--- src/hdl/tlt_pkg.sv ---
package tlt_pkg;

    localparam int MatchCountDefault   = 6;
    localparam int TimeoutCountDefault = 15;
    localparam int QueueDepth          = 2;

    localparam logic [1:0] CMD_WAKE    = 2'd0;
    localparam logic [1:0] CMD_SAMPLE  = 2'd1;
    localparam logic [1:0] CMD_RESTART = 2'd2;

    localparam logic [3:0] CLS_NONE  = 4'd0;
    localparam logic [3:0] CLS_NEG_X = 4'd1;
    localparam logic [3:0] CLS_POS_X = 4'd2;
    localparam logic [3:0] CLS_NEG_Y = 4'd4;
    localparam logic [3:0] CLS_POS_Y = 4'd8;

    localparam logic [2:0] REG_TILT_THRESHOLD = 3'd0;
    localparam logic [2:0] REG_KEY_NEG_X      = 3'd1;
    localparam logic [2:0] REG_KEY_POS_X      = 3'd2;
    localparam logic [2:0] REG_KEY_NEG_Y      = 3'd3;
    localparam logic [2:0] REG_KEY_POS_Y      = 3'd4;

    localparam logic [1:0] KEY_NORTH = 2'd0;
    localparam logic [1:0] KEY_SOUTH = 2'd1;
    localparam logic [1:0] KEY_EAST  = 2'd2;
    localparam logic [1:0] KEY_WEST  = 2'd3;

    localparam logic [15:0] FACTOR_WOKEN = 16'd200;
    localparam logic [15:0] FACTOR_IDLE  = 16'd400;
    localparam logic [7:0]  CFG_BASE     = 8'hC0;
    localparam logic [3:0]  DIR_ALL      = 4'hF;
    localparam logic [3:0]  COUNT_MAX    = 4'd15;

    typedef struct packed {
        logic [1:0] cmd;
        logic [3:0] cls;
        logic [1:0] key;
    } item_t;

    typedef struct packed {
        logic  valid;
        item_t data;
    } queue_out_t;

    function automatic logic [1:0] key_to_orientation(input logic [1:0] key);
        logic [1:0] orient;
        case (key)
            KEY_NORTH: orient = 2'd3;
            KEY_WEST:  orient = 2'd1;
            KEY_EAST:  orient = 2'd2;
            default:   orient = 2'd0;
        endcase
        return orient;
    endfunction

endpackage

--- src/hdl/tlt_front.sv ---
module tlt_front (
    input  logic               aclk,
    input  logic               aresetn,
    input  logic               cfg_wr_en,
    input  logic [2:0]         cfg_index,
    input  logic [6:0]         cfg_wdata,
    input  logic               s_valid,
    output logic               s_ready,
    input  logic [1:0]         s_cmd,
    input  logic signed [15:0] s_accel_x,
    input  logic signed [15:0] s_accel_y,
    output logic               push_valid,
    input  logic               push_ready,
    output tlt_pkg::item_t     push_data
);

    logic [6:0] threshold_reg;
    logic [1:0] key_neg_x_reg;
    logic [1:0] key_pos_x_reg;
    logic [1:0] key_neg_y_reg;
    logic [1:0] key_pos_y_reg;
    logic       woken_reg;
    logic       woken_next;

    logic [15:0]        th;
    logic signed [17:0] ths;
    logic signed [17:0] xs;
    logic signed [17:0] ys;
    logic signed [17:0] ax;
    logic signed [17:0] ay;
    logic [3:0]         cls;
    logic [1:0]         key;
    logic               accept;

    assign s_ready    = push_ready;
    assign push_valid = s_valid;
    assign accept     = s_valid && push_ready;

    always_comb begin
        th  = 16'({9'd0, threshold_reg} *
                  (woken_reg ? tlt_pkg::FACTOR_WOKEN : tlt_pkg::FACTOR_IDLE));
        ths = signed'({2'b00, th});
        xs  = 18'(s_accel_x);
        ys  = 18'(s_accel_y);
        ax  = (xs < 0) ? -xs : xs;
        ay  = (ys < 0) ? -ys : ys;
        cls = tlt_pkg::CLS_NONE;
        key = tlt_pkg::KEY_NORTH;
        if ((xs < -ths) && (ax > ay)) begin
            cls = tlt_pkg::CLS_NEG_X;
            key = key_neg_x_reg;
        end else if ((xs > ths) && (ax > ay)) begin
            cls = tlt_pkg::CLS_POS_X;
            key = key_pos_x_reg;
        end else if ((ys < -ths) && (ay > ax)) begin
            cls = tlt_pkg::CLS_NEG_Y;
            key = key_neg_y_reg;
        end else if ((ys > ths) && (ay > ax)) begin
            cls = tlt_pkg::CLS_POS_Y;
            key = key_pos_y_reg;
        end
        if (s_cmd != tlt_pkg::CMD_SAMPLE) begin
            cls = tlt_pkg::CLS_NONE;
        end
    end

    assign push_data = '{cmd: s_cmd, cls: cls, key: key};

    always_comb begin
        woken_next = woken_reg;
        if (accept) begin
            case (s_cmd)
                tlt_pkg::CMD_WAKE:    woken_next = 1'b1;
                tlt_pkg::CMD_RESTART: woken_next = 1'b0;
                default:              woken_next = woken_reg;
            endcase
        end
    end

    always_ff @(posedge aclk) begin
        if (!aresetn) begin
            threshold_reg <= 7'd7;
            key_neg_x_reg <= tlt_pkg::KEY_SOUTH;
            key_pos_x_reg <= tlt_pkg::KEY_NORTH;
            key_neg_y_reg <= tlt_pkg::KEY_WEST;
            key_pos_y_reg <= tlt_pkg::KEY_EAST;
            woken_reg     <= 1'b0;
        end else begin
            woken_reg <= woken_next;
            if (cfg_wr_en) begin
                case (cfg_index)
                    tlt_pkg::REG_TILT_THRESHOLD: threshold_reg <= cfg_wdata;
                    tlt_pkg::REG_KEY_NEG_X:      key_neg_x_reg <= cfg_wdata[1:0];
                    tlt_pkg::REG_KEY_POS_X:      key_pos_x_reg <= cfg_wdata[1:0];
                    tlt_pkg::REG_KEY_NEG_Y:      key_neg_y_reg <= cfg_wdata[1:0];
                    tlt_pkg::REG_KEY_POS_Y:      key_pos_y_reg <= cfg_wdata[1:0];
                    default: ;
                endcase
            end
        end
    end

endmodule

--- src/hdl/tlt_queue.sv ---
module tlt_queue (
    input  logic                 aclk,
    input  logic                 aresetn,
    input  logic                 push_valid,
    output logic                 push_ready,
    input  tlt_pkg::item_t       push_data,
    output tlt_pkg::queue_out_t  pop,
    input  logic                 pop_ready
);

    localparam int Depth  = tlt_pkg::QueueDepth;
    localparam int PtrW   = (Depth > 1) ? $clog2(Depth) : 1;
    localparam int CountW = $clog2(Depth + 1);

    tlt_pkg::item_t    entry_reg [Depth];
    logic [PtrW-1:0]   wr_ptr_reg;
    logic [PtrW-1:0]   rd_ptr_reg;
    logic [CountW-1:0] count_reg;
    logic              do_push;
    logic              do_pop;

    assign push_ready = (count_reg != CountW'(Depth));
    assign pop.valid  = (count_reg != '0);
    assign pop.data   = entry_reg[rd_ptr_reg];
    assign do_push    = push_valid && push_ready;
    assign do_pop     = pop.valid && pop_ready;

    function automatic logic [PtrW-1:0] ptr_inc(input logic [PtrW-1:0] p);
        return (p == PtrW'(Depth - 1)) ? '0 : p + 1'b1;
    endfunction

    always_ff @(posedge aclk) begin
        if (do_push) begin
            entry_reg[wr_ptr_reg] <= push_data;
        end
    end

    always_ff @(posedge aclk) begin
        if (!aresetn) begin
            wr_ptr_reg <= '0;
            rd_ptr_reg <= '0;
            count_reg  <= '0;
        end else begin
            if (do_push) begin
                wr_ptr_reg <= ptr_inc(wr_ptr_reg);
            end
            if (do_pop) begin
                rd_ptr_reg <= ptr_inc(rd_ptr_reg);
            end
            if (do_push && !do_pop) begin
                count_reg <= count_reg + 1'b1;
            end else if (do_pop && !do_push) begin
                count_reg <= count_reg - 1'b1;
            end
        end
    end

endmodule

--- src/hdl/tlt_back.sv ---
module tlt_back #(
    parameter int MATCH_COUNT   = tlt_pkg::MatchCountDefault,
    parameter int TIMEOUT_COUNT = tlt_pkg::TimeoutCountDefault
) (
    input  logic                aclk,
    input  logic                aresetn,
    input  tlt_pkg::queue_out_t pop,
    output logic                pop_ready,
    output logic                m_valid,
    input  logic                m_ready,
    output logic [3:0]          m_tilt_class,
    output logic                m_key_valid,
    output logic [1:0]          m_key_code,
    output logic [1:0]          m_orientation_now,
    output logic                m_done_res,
    output logic                m_poll_again,
    output logic [7:0]          m_int_config_word
);

    localparam logic [3:0] MatchLimit   = 4'(MATCH_COUNT);
    localparam logic [3:0] TimeoutLimit = 4'(TIMEOUT_COUNT);

    logic [3:0] last_class_reg, last_class_next;
    logic [3:0] repeat_reg, repeat_next;
    logic [3:0] timeout_reg, timeout_next;
    logic [1:0] orient_reg, orient_next;
    logic       m_valid_reg;

    logic [3:0] cls_reg, cls_next;
    logic       kvalid_reg, kvalid_next;
    logic [1:0] kcode_reg, kcode_next;
    logic       done_reg, done_next;
    logic       poll_reg, poll_next;
    logic [7:0] word_reg, word_next;

    logic       take;

    assign pop_ready = !m_valid_reg || m_ready;
    assign take      = pop.valid && pop_ready;

    always_comb begin
        last_class_next = last_class_reg;
        repeat_next     = repeat_reg;
        timeout_next    = timeout_reg;
        orient_next     = orient_reg;
        cls_next        = tlt_pkg::CLS_NONE;
        kvalid_next     = 1'b0;
        kcode_next      = tlt_pkg::KEY_NORTH;
        done_next       = 1'b0;
        poll_next       = 1'b0;
        word_next       = 8'd0;
        case (pop.data.cmd)
            tlt_pkg::CMD_WAKE: begin
                last_class_next = tlt_pkg::CLS_NONE;
                repeat_next     = 4'd0;
                timeout_next    = 4'd0;
                poll_next       = 1'b1;
            end
            tlt_pkg::CMD_RESTART: begin
                poll_next = 1'b1;
            end
            tlt_pkg::CMD_SAMPLE: begin
                cls_next = pop.data.cls;
                if (pop.data.cls == last_class_reg) begin
                    if (repeat_reg < tlt_pkg::COUNT_MAX) begin
                        repeat_next = repeat_reg + 4'd1;
                    end
                end else begin
                    last_class_next = pop.data.cls;
                    repeat_next     = 4'd0;
                end
                if (repeat_next >= MatchLimit) begin
                    if (pop.data.cls != tlt_pkg::CLS_NONE) begin
                        kvalid_next = 1'b1;
                        kcode_next  = pop.data.key;
                        orient_next = tlt_pkg::key_to_orientation(pop.data.key);
                    end
                    done_next = 1'b1;
                    word_next = tlt_pkg::CFG_BASE | {4'd0, tlt_pkg::DIR_ALL & ~pop.data.cls};
                end else begin
                    if (timeout_reg < tlt_pkg::COUNT_MAX) begin
                        timeout_next = timeout_reg + 4'd1;
                    end
                    if (timeout_next >= TimeoutLimit) begin
                        done_next = 1'b1;
                        word_next = tlt_pkg::CFG_BASE | {4'd0, tlt_pkg::DIR_ALL};
                    end else begin
                        poll_next = 1'b1;
                    end
                end
            end
            default: ;
        endcase
    end

    always_ff @(posedge aclk) begin
        if (!aresetn) begin
            last_class_reg <= tlt_pkg::CLS_NONE;
            repeat_reg     <= 4'd0;
            timeout_reg    <= 4'd0;
            orient_reg     <= 2'd0;
            m_valid_reg    <= 1'b0;
        end else begin
            if (take) begin
                last_class_reg <= last_class_next;
                repeat_reg     <= repeat_next;
                timeout_reg    <= timeout_next;
                orient_reg     <= orient_next;
                m_valid_reg    <= 1'b1;
            end else if (m_ready) begin
                m_valid_reg <= 1'b0;
            end
        end
    end

    always_ff @(posedge aclk) begin
        if (take) begin
            cls_reg    <= cls_next;
            kvalid_reg <= kvalid_next;
            kcode_reg  <= kcode_next;
            done_reg   <= done_next;
            poll_reg   <= poll_next;
            word_reg   <= word_next;
        end
    end

    assign m_valid           = m_valid_reg;
    assign m_tilt_class      = cls_reg;
    assign m_key_valid       = kvalid_reg;
    assign m_key_code        = kcode_reg;
    assign m_orientation_now = orient_reg;
    assign m_done_res        = done_reg;
    assign m_poll_again      = poll_reg;
    assign m_int_config_word = word_reg;

endmodule

--- src/hdl/tilt_orientation_qualifier_core.sv ---
// Channel   Direction  Handshake           Payload
// config    in         cfg_wr_en           cfg_index, cfg_wdata
// s_        in         s_valid / s_ready   s_cmd, s_accel_x, s_accel_y
// m_        out        m_valid / m_ready   tilt_class .. int_config_word
//
// One item per cycle sustained while the output is not stalled; an accepted item is
// written into the queue and from there registered into the output register.
// The front stage classifies on entry; a two-entry queue feeds the counter stage.
// Reset is synchronous and active low and restores the default register values.
// The input stalls only when the queue is full behind a stalled output register.
module tilt_orientation_qualifier_core #(
    parameter int MATCH_COUNT   = tlt_pkg::MatchCountDefault,
    parameter int TIMEOUT_COUNT = tlt_pkg::TimeoutCountDefault
) (
    input  logic               aclk,
    input  logic               aresetn,
    input  logic               cfg_wr_en,
    input  logic [2:0]         cfg_index,
    input  logic [6:0]         cfg_wdata,
    input  logic               s_valid,
    output logic               s_ready,
    input  logic [1:0]         s_cmd,
    input  logic signed [15:0] s_accel_x,
    input  logic signed [15:0] s_accel_y,
    output logic               m_valid,
    input  logic               m_ready,
    output logic [3:0]         m_tilt_class,
    output logic               m_key_valid,
    output logic [1:0]         m_key_code,
    output logic [1:0]         m_orientation_now,
    output logic               m_done_res,
    output logic               m_poll_again,
    output logic [7:0]         m_int_config_word
);

    logic                push_valid;
    logic                push_ready;
    tlt_pkg::item_t      push_data;
    tlt_pkg::queue_out_t pop;
    logic                pop_ready;

    tlt_front u_front (
        .aclk       (aclk),
        .aresetn    (aresetn),
        .cfg_wr_en  (cfg_wr_en),
        .cfg_index  (cfg_index),
        .cfg_wdata  (cfg_wdata),
        .s_valid    (s_valid),
        .s_ready    (s_ready),
        .s_cmd      (s_cmd),
        .s_accel_x  (s_accel_x),
        .s_accel_y  (s_accel_y),
        .push_valid (push_valid),
        .push_ready (push_ready),
        .push_data  (push_data)
    );

    tlt_queue u_queue (
        .aclk       (aclk),
        .aresetn    (aresetn),
        .push_valid (push_valid),
        .push_ready (push_ready),
        .push_data  (push_data),
        .pop        (pop),
        .pop_ready  (pop_ready)
    );

    tlt_back #(
        .MATCH_COUNT   (MATCH_COUNT),
        .TIMEOUT_COUNT (TIMEOUT_COUNT)
    ) u_back (
        .aclk              (aclk),
        .aresetn           (aresetn),
        .pop               (pop),
        .pop_ready         (pop_ready),
        .m_valid           (m_valid),
        .m_ready           (m_ready),
        .m_tilt_class      (m_tilt_class),
        .m_key_valid       (m_key_valid),
        .m_key_code        (m_key_code),
        .m_orientation_now (m_orientation_now),
        .m_done_res        (m_done_res),
        .m_poll_again      (m_poll_again),
        .m_int_config_word (m_int_config_word)
    );

endmodule

--- config.mk ---
export PLATFORM = sky130hd
export DESIGN_NAME = tilt_orientation_qualifier_core
export DESIGN_NICKNAME = d
export VERILOG_FILES = /design/src/hdl/tlt_pkg.sv /design/src/hdl/tlt_front.sv /design/src/hdl/tlt_queue.sv /design/src/hdl/tlt_back.sv /design/src/hdl/tilt_orientation_qualifier_core.sv
export SDC_FILE = /design/constraint.sdc
export NUM_CORES = 1
export LEC_CHECK = 0
export BUFFER_PORTS_ARGS = -buffer_cell sky130_fd_sc_hd__buf_2
export CAP_MARGIN = 20
export CORE_ASPECT_RATIO = 1.4
export CORE_UTILIZATION = 50
export CTS_CLUSTER_SIZE = 40
export DETAILED_ROUTE_END_ITERATION = 10
export PLACE_DENSITY = 0.83
export SLEW_MARGIN = 40
export SYNTH_ARGS = -nofsm -noshare
export SYNTH_HDL_FRONTEND = slang
export SYNTH_SLANG_ARGS = --single-unit
--- constraint.sdc ---
create_clock -name aclk -period 6.5 [get_ports aclk]
set_clock_uncertainty 0.1 [all_clocks]
set_input_delay 0.65 -clock aclk [delete_from_list [all_inputs] [get_ports aclk]]
set_output_delay 0.65 -clock aclk [all_outputs]
set_load 0.03 [all_outputs]
==> results of run 1 <==
==> cells in the final DEF, fill, tap and decap left out, types with 4 or more instances in the layout <==
cell type,n
ha_4,5
buf_2,67
inv_1,51
dfxtp_1,34
a21oi_1,35
and2_1,13
buf_4,23
nor3_1,12
nor2_1,35
and3_1,9
xnor2_1,31
ha_1,102
a21o_1,11
edfxtp_1,29
clkbuf_16,9
xnor2_2,4
or3_1,10
nand2_1,65
nor2b_1,22
or2_2,7
fa_1,11
xor2_1,16
conb_1,12
o21a_1,6
a211oi_1,4
nand3_1,16
o21ai_0,27
nand4_1,17
o31ai_1,7
o211ai_1,6
nand2b_1,11
a21boi_0,8
mux2i_1,20
a31oi_1,5
==> Yosys cell counts, types with 3 or more instances <==
library cell,instances
inv_1,54
o21ai_0,29
o31ai_1,7
nand3b_1,3
a2111oi_0,3
o211ai_1,6
nor2b_1,22
a21o_1,11
nand2b_1,12
edfxtp_1,29
xor2_1,16
xnor2_1,34
or2_2,7
or3_1,11
mux2_2,3
a211oi_1,4
o21a_1,6
and3_1,9
and2_1,15
fa_1,12
a21oi_1,35
nor2_1,36
mux2i_1,22
a31oi_1,5
nor4_1,3
nor3_1,13
nand3_1,17
nand2_1,65
dfxtp_1,36
nor3b_1,3
clkbuf_1,10
o41ai_1,3
ha_1,108
and4_1,3
buf_4,4
a21boi_0,8
nand4_1,17
==> area by class of cell <==
cell class / instances / share of cell area (%)
Clock buffer: 13 / 3.30
Clock inverter: 3 / 0.318
Inverter: 54 / 2.57
Multi-Input combinational cell: 614 / 64.0
Sequential cell: 65 / 20.3
Tap cell: 178 / 2.83
Timing Repair Buffer: 92 / 6.74
==> critical path, cell delays in order, from the launching register on <==
cell and delay, ns:
dfxtp_4 0.38, and2_4 0.15, inv_2 0.03, fa_1 0.45
fa_2 0.54, inv_2 0.04, fa_1 0.53, ha_4 0.22
ha_4 0.16, a21o_1 0.20, buf_6 0.13, a221oi_4 0.28
xnor2_2 0.14, a2111oi_4 0.42, xnor2_2 0.14, ha_1 0.33
nand4_1 0.17, a2111oi_4 0.38, a2111oi_2 0.06, o21ai_1 0.16
o21ai_1 0.09, a31o_2 0.23, a21o_2 0.20, a222oi_1 0.44
mux2i_2 0.14
==> how the worst min path moves through the flow <==
stage / from / endpoint / depth (start not counted)
final: u_front.key_neg_y_reg[0]$_SDFFE_PN1P_ / u_front.key_neg_y_reg[0]$_SDFFE_PN1P_ / 2
after global routing: u_front.key_neg_y_reg[0]$_SDFFE_PN1P_ / u_front.key_neg_y_reg[0]$_SDFFE_PN1P_ / 2
after CTS: u_front.key_neg_y_reg[0]$_SDFFE_PN1P_ / u_front.key_neg_y_reg[0]$_SDFFE_PN1P_ / 2
after detailed placement: u_front.key_neg_y_reg[0]$_SDFFE_PN1P_ / u_front.key_neg_y_reg[0]$_SDFFE_PN1P_ / 2
after global placement: u_front.key_neg_y_reg[0]$_SDFFE_PN1P_ / u_front.key_neg_y_reg[0]$_SDFFE_PN1P_ / 2
after floorplan: u_front.key_neg_y_reg[0]$_SDFFE_PN1P_ / u_front.key_neg_y_reg[0]$_SDFFE_PN1P_ / 2
==> power breakdown <==
group | switching, mW | internal [mW] | leakage [nW]
Combinational | 0.937 | 0.660 | 2.81
Sequential | 0.0355 | 0.513 | 0.573
Clock | 0.172 | 0.281 | 0.136
Total | 1.14 | 1.45 | 3.52
==> routing by layer <==
| metal | global-route usage (%) | routed length [um] | vias up |
|---|---|---|---|
| met5 | 0 | 0 | - |
| met4 | 8.90 | 464 | 0 |
| li1 | - | - | 2895 |
| met2 | 42.6 | 8510 | 188 |
| met3 | 2.72 | 741 | 38 |
| met1 | 25.6 | 6310 | 2811 |
==> cells by family (layout without fill, tap and decap cells) <==
logic type / count (synthesis) / after routing / synth area share, %
xor+xnor: 51 / 51 / 6.79
flops: 65 / 65 / 23.8
simple gates: 249 / 249 / 19.8
compound gates: 157 / 157 / 17.3
buf+inv: 72 / 162 / 4.53
mux: 25 / 25 / 3.80
other cells: 2 / 12 / 0.112
fa+ha+maj: 120 / 120 / 23.8
==> what timing repair did <==
item | in CTS | in global routing
pin swaps | 3 | 25
endpoints found under the setup margin | 8 | 12
setup buffers | 1 | 6
gates resized for setup | 6 | 38
==> metrics by stage <==
step / hold WS [ns] / std cells
floorplan: 0.336 / 751
global placement: 0.369 / 996
detailed placement: 0.366 / 996
CTS: 0.380 / 1013
global route: 0.397 / 1019
finish: 0.383 / 1019
==> flow_summary.toml, run 1 <==
[synthesis]
yosys.area.top_type_share_pct = 20.2
async_flop_share_pct = 0
postSynthCellCount = 741
syn_area_per_cell_um2 = 9.03
netlist_area_um2 = 6690
yosys.cell_types.count = 83
synthFlopType = "dfxtp_1"
ys_top_cells_by_area = "ha_1 20%, edfxtp_1 13%, dfxtp_1 11%"
synth_largest_area_cell = "ha_1"
ys_ff_latch = 65
ys_warn_count = 0
synth_edf_count = 29
yosysSeqAreaShare_pct = 23.8

[drt]
post_drt_wl_per_cell_um = 15.7
dr.pass1.iters = 5
ant_nets = 0
routed_via_density = 5.82
drtIter0Drc = 262
vias = 5932
drc = 0
drt_wl_total_um = 16000

[final_layout]
drive_gt1_share_pct = 19.6
regArea_um2 = 1600
insertedDiodeCount = 0
area_growth_pct = 17.8
nNetsFinal = 1005
largest_register_ffs = 16
multi_input_area_um2 = 5040
postLayoutCellArea_um2 = 7880
finish.utilization_pct = 60.9
fillCellCount = 1056

[grt]
grt_max_degree = 37
grt_remaining_overflow = 0
grt_first_pass_wirelength_um = 25300
antenna_found_initial = 0
grtUsageTotal_pct = 22.7
grt_pass1_vias = 5624

[critical_path]
crit_type = "flop to flop"
r2r_cells = 24
r2r_slack_ns = 0.08
worst_ep_required_time_ns = 6.45
cp_data_arrival_time_ns = 6.37
endpoint_kind = "flop"
crit_start = "u_front.woken_reg$_SDFFE_PN0P_"
endpoint = "u_queue.entry_reg[0][0]$_DFFE_PP_"
critPathMaxFanout = 8
worstReg2RegEnd = "u_queue.entry_reg[0][0]$_DFFE_PP_"
worst_setup_path_start_kind = "flop"
r2r-start = "u_front.woken_reg$_SDFFE_PN0P_"

[die]
io_pins = 70
die_w_um = 99.8
start_util_pct = 51.7
row_count = 49
fp.coreArea_um2 = 12900
die_area_um2 = 13900
die_h_um = 139

[sta]
hold_viol = 0
finalSetupViolations = 0
fin_crit_ns = 6.42
setup_ws_ns = 0.0809
tightestPinTransition_ns = 0.810
slew_headroom_pct = 45.3
slew_violations = 0
grt_setup_unrepaired = "yes"
post-route-period-util_pct = 98.8
fmax_ghz = 0.156
setup_tns_ns = 0

[pwr]
irDropWorstVdd_v = 0.000185
leakage_nw = 3.52
p_total_mw = 2.60
power_density_nw_per_um2 = 330

[clock_tree]
cts-root-buf = "clkbuf_16"
cts_tree = "yes"
clock_path_buffers = 2
cts.clk_slew.worst_paths_ns = 0.05
cts_hold_buf = 0
htreeDepth = 3
insertion_delay_ns = 0.33
cts_sinks = 65
cts_buffers = 9

[placed_design]
dp_hpwl_um = 12700
place_ws_ns = -0.182
placedInstanceArea_um2 = 7320
gp_congestion = 0.943
port_buffers = 67

[run_status]
status = "finished, final reports clean"

[hold_path]
hp-class = "flop to flop"

[job]
maxCapViolCount = 0
Note: power is estimated with default switching activity, not from simulation.
==> inputs of run 2 (changes only) <==
Settings changed: ABC_AREA set to 1.
==> run 2 against run 1 <==
Wire length down 3.7%. Sequential power up 7.1%. Clock-buffer cell count unchanged. Clock power down 4%. Via count up 3.0%. Maximum frequency up 9.7%. Sequential cell count unchanged. Die area down 0.57%. Final area down 5.3%. Critical path depth up 9. Non-clock buffer count down 25. Critical endpoint is now u_queue.entry_reg[1][0]$_DFFE_PP_. Largest cell class unchanged. Largest power group unchanged.
==> flow_summary.toml, run 2 <==
[synthesis]
yosys.area.top_type_share_pct = 20.3
synth_edf_count = 29
ys_top_cells_by_area = "ha_1 20%, edfxtp_1 13%, dfxtp_1 11%"
postSynthCellCount = 903
ys_warn_count = 0
async_flop_share_pct = 0
yosys.cell_types.count = 50
synthFlopType = "dfxtp_1"
synth.top_cells.by_count = "181 x nand2_1, 144 x inv_1, 108 x ha_1, 85 x nor2_1, 68 x a21oi_1"
synth_most_common_cell = "nand2_1"
yosysSeqAreaShare_pct = 23.9
synth_largest_area_cell = "ha_1"
syn_area_per_cell_um2 = 7.36
netlist_area_um2 = 6650
ys_ff_latch = 65

[clock_tree]
cts.clk_slew.worst_paths_ns = 0.05
cts_resized = 0
cts_buffers = 9
cts_tree = "yes"
clock_path_buffers = 2
cts_hold_buf = 0
cts_sinks = 65
insertion_delay_ns = 0.33
htreeDepth = 3
cts_setup_buffers = 0
cts-root-buf = "clkbuf_16"

[final_layout]
area_growth_pct = 12.1
layout_common_cells = "181 x nand2_1, 144 x inv_1, 108 x ha_1"
regArea_um2 = 1590
drive_gt1_share_pct = 11.4
fillCellCount = 1187
largest_register_ffs = 16
insertedDiodeCount = 0
layout_commonest_cell = "nand2_1"
finish.utilization_pct = 57.6
nNetsFinal = 1148
multi_input_area_um2 = 4470
postLayoutCellArea_um2 = 7460

[placed_design]
port_buffers = 67
placedInstanceArea_um2 = 7190
gp_congestion = 0.935
place_ws_ns = 0.751
dp_hpwl_um = 12800

[sta]
grt_setup_unrepaired = "no"
setup_ws_ns = 0.647
fin_crit_ns = 5.85
slew_headroom_pct = 50.8
fmax_ghz = 0.171
timing.hold.ws_ns = 0.356
finalSetupViolations = 0
post-route-period-util_pct = 90.1
slew_violations = 0
hold_viol = 0
setup_tns_ns = 0
tightestPinTransition_ns = 0.736

[drt]
vias = 6112
post_drt_wl_per_cell_um = 13.3
routed_via_density = 5.26
dr.pass1.iters = 4
ant_nets = 0
drtIter0Drc = 205
drt_wl_total_um = 15400
drc = 0

[grt]
grtUsageTotal_pct = 23.3
antenna_found_initial = 0
grt_pass1_vias = 6069
grt_remaining_overflow = 0
grt_max_degree = 29
grt_first_pass_wirelength_um = 25900

[hold_path]
hold_end = "u_queue.rd_ptr_reg$_SDFFE_PN0P_"
holdCritStartpoint = "u_queue.rd_ptr_reg$_SDFFE_PN0P_"
hp-class = "flop to flop"
min_path_cells = 1

[die]
die_h_um = 138
start_util_pct = 51.4
die_area_um2 = 13800
die_w_um = 99.5
io_pins = 70
fp.coreArea_um2 = 12900
row_count = 49

[critical_path]
worstReg2RegEnd = "u_queue.entry_reg[1][0]$_DFFE_PP_"
r2r-start = "u_front.woken_reg$_SDFFE_PN0P_"
critPathMaxFanout = 14
worst_setup_path_start_kind = "flop"
max_stage_delay_ns = 0.57
r2r_slack_ns = 0.65
crit_type = "flop to flop"
path_common_cell = "nand2_1"
r2r_cells = 33
cp_data_arrival_time_ns = 5.83
crit_slowest_cell = "dfxtp_1"
endpoint_kind = "flop"
worst_ep_required_time_ns = 6.48

[pwr]
leakage_nw = 3.92
swShare_pct = 47.2
power_density_nw_per_um2 = 332
clkPwrFrac_pct = 17.5
p_comb_share_pct = 58.8
switchingPower_mw = 1.17
irDropWorstVdd_v = 0.000181
internal_power_mw = 1.31
p_seq_share_pct = 23.7

[job]
maxCapViolCount = 0

[run_status]
status = "finished, final reports clean"
## run 2: cell count changes after synthesis, moves of 12 or more
cell      previous run  this run
a21oi_1             35        68
and2_1              15         1
inv_1               54       144
mux2i_1             22         3
nand2_1             65       181
nand2b_1            12         0
nand3_1             17        42
nand4_1             17         2
nor2_1              36        85
nor2b_1             22         0
o21ai_0             29        44
xnor2_1             34        13
xor2_1              16        30
## run 2: cells by family after synthesis
| group | Yosys count | synth area share, % |
|---|---|---|
| flops | 65 | 23.9 |
| buf+inv | 161 | 9.50 |
| mux | 3 | 0.452 |
| other cells | 2 | 0.113 |
| compound gates | 143 | 12.1 |
| fa+ha+maj | 120 | 23.9 |
| simple gates | 366 | 24.3 |
| xor+xnor | 43 | 5.66 |
## run 2: power groups by stage
stage | Sequential [mW] | Combinational [mW] | Clock (mW)
global route | 0.598 | 1.66 | 0.459
global placement | 0.591 | 1.38 | 0
finish | 0.587 | 1.46 | 0.434
CTS | 0.587 | 1.45 | 0.440
floorplan | 0.657 | 1.04 | 0
detailed placement | 0.594 | 1.44 | 0
## run 2: routing by layer
metal,routed length [um],vias to the layer above,global-route usage [%]
met2,8100,169,44.7
met3,652,51,2.68
met1,6030,2785,24.1
li1,-,3107,-
met4,650,0,12.8
met5,0,-,0
## run 2: worst max path at each step
stage / to / cells after the start / slack, ns / startpoint
2_1_floorplan: u_queue.entry_reg[0][0]$_DFFE_PP_ / 32 / 1.18 / u_front.woken_reg$_SDFFE_PN0P_
3_3_place_gp: u_queue.entry_reg[0][0]$_DFFE_PP_ / 32 / 0.95 / u_front.woken_reg$_SDFFE_PN0P_
3_5_place_dp: u_queue.entry_reg[1][0]$_DFFE_PP_ / 33 / 0.75 / u_front.woken_reg$_SDFFE_PN0P_
4_1_cts: u_queue.entry_reg[1][0]$_DFFE_PP_ / 33 / 0.70 / u_front.woken_reg$_SDFFE_PN0P_
5_1_grt: u_queue.entry_reg[0][0]$_DFFE_PP_ / 32 / 0.23 / u_front.woken_reg$_SDFFE_PN0P_
6_report: u_queue.entry_reg[1][0]$_DFFE_PP_ / 33 / 0.65 / u_front.woken_reg$_SDFFE_PN0P_
## run 2: metrics by stage
step                instances  power, mW
floorplan                 913       1.70
global route             1162       2.72
finish                   1162       2.48
detailed placement       1146       2.03
CTS                      1162       2.48
global placement         1146       1.97
## run 2: layout make-up
cell class | instances | share of cell area, %
multi-input cells | 687 | 60.0
flip-flops and latches | 65 | 21.3
inverters | 149 | 7.57
repair buffers | 67 | 4.50
clock buffers | 13 | 3.36
well taps | 178 | 2.99
clock inverters | 3 | 0.269
## run 2: worst max-delay path: cells and delay by family (launching register included)
kind | cells | cell delay [ns]
and+or+nand+nor | 21 | 1.72
DFF | 1 | 0.57
AOI/OAI and AO/OA | 2 | 0.31
xor gates and xnor gates | 1 | 0.22
buffers and inverters | 3 | 0.31
adders and majority gates | 6 | 2.36
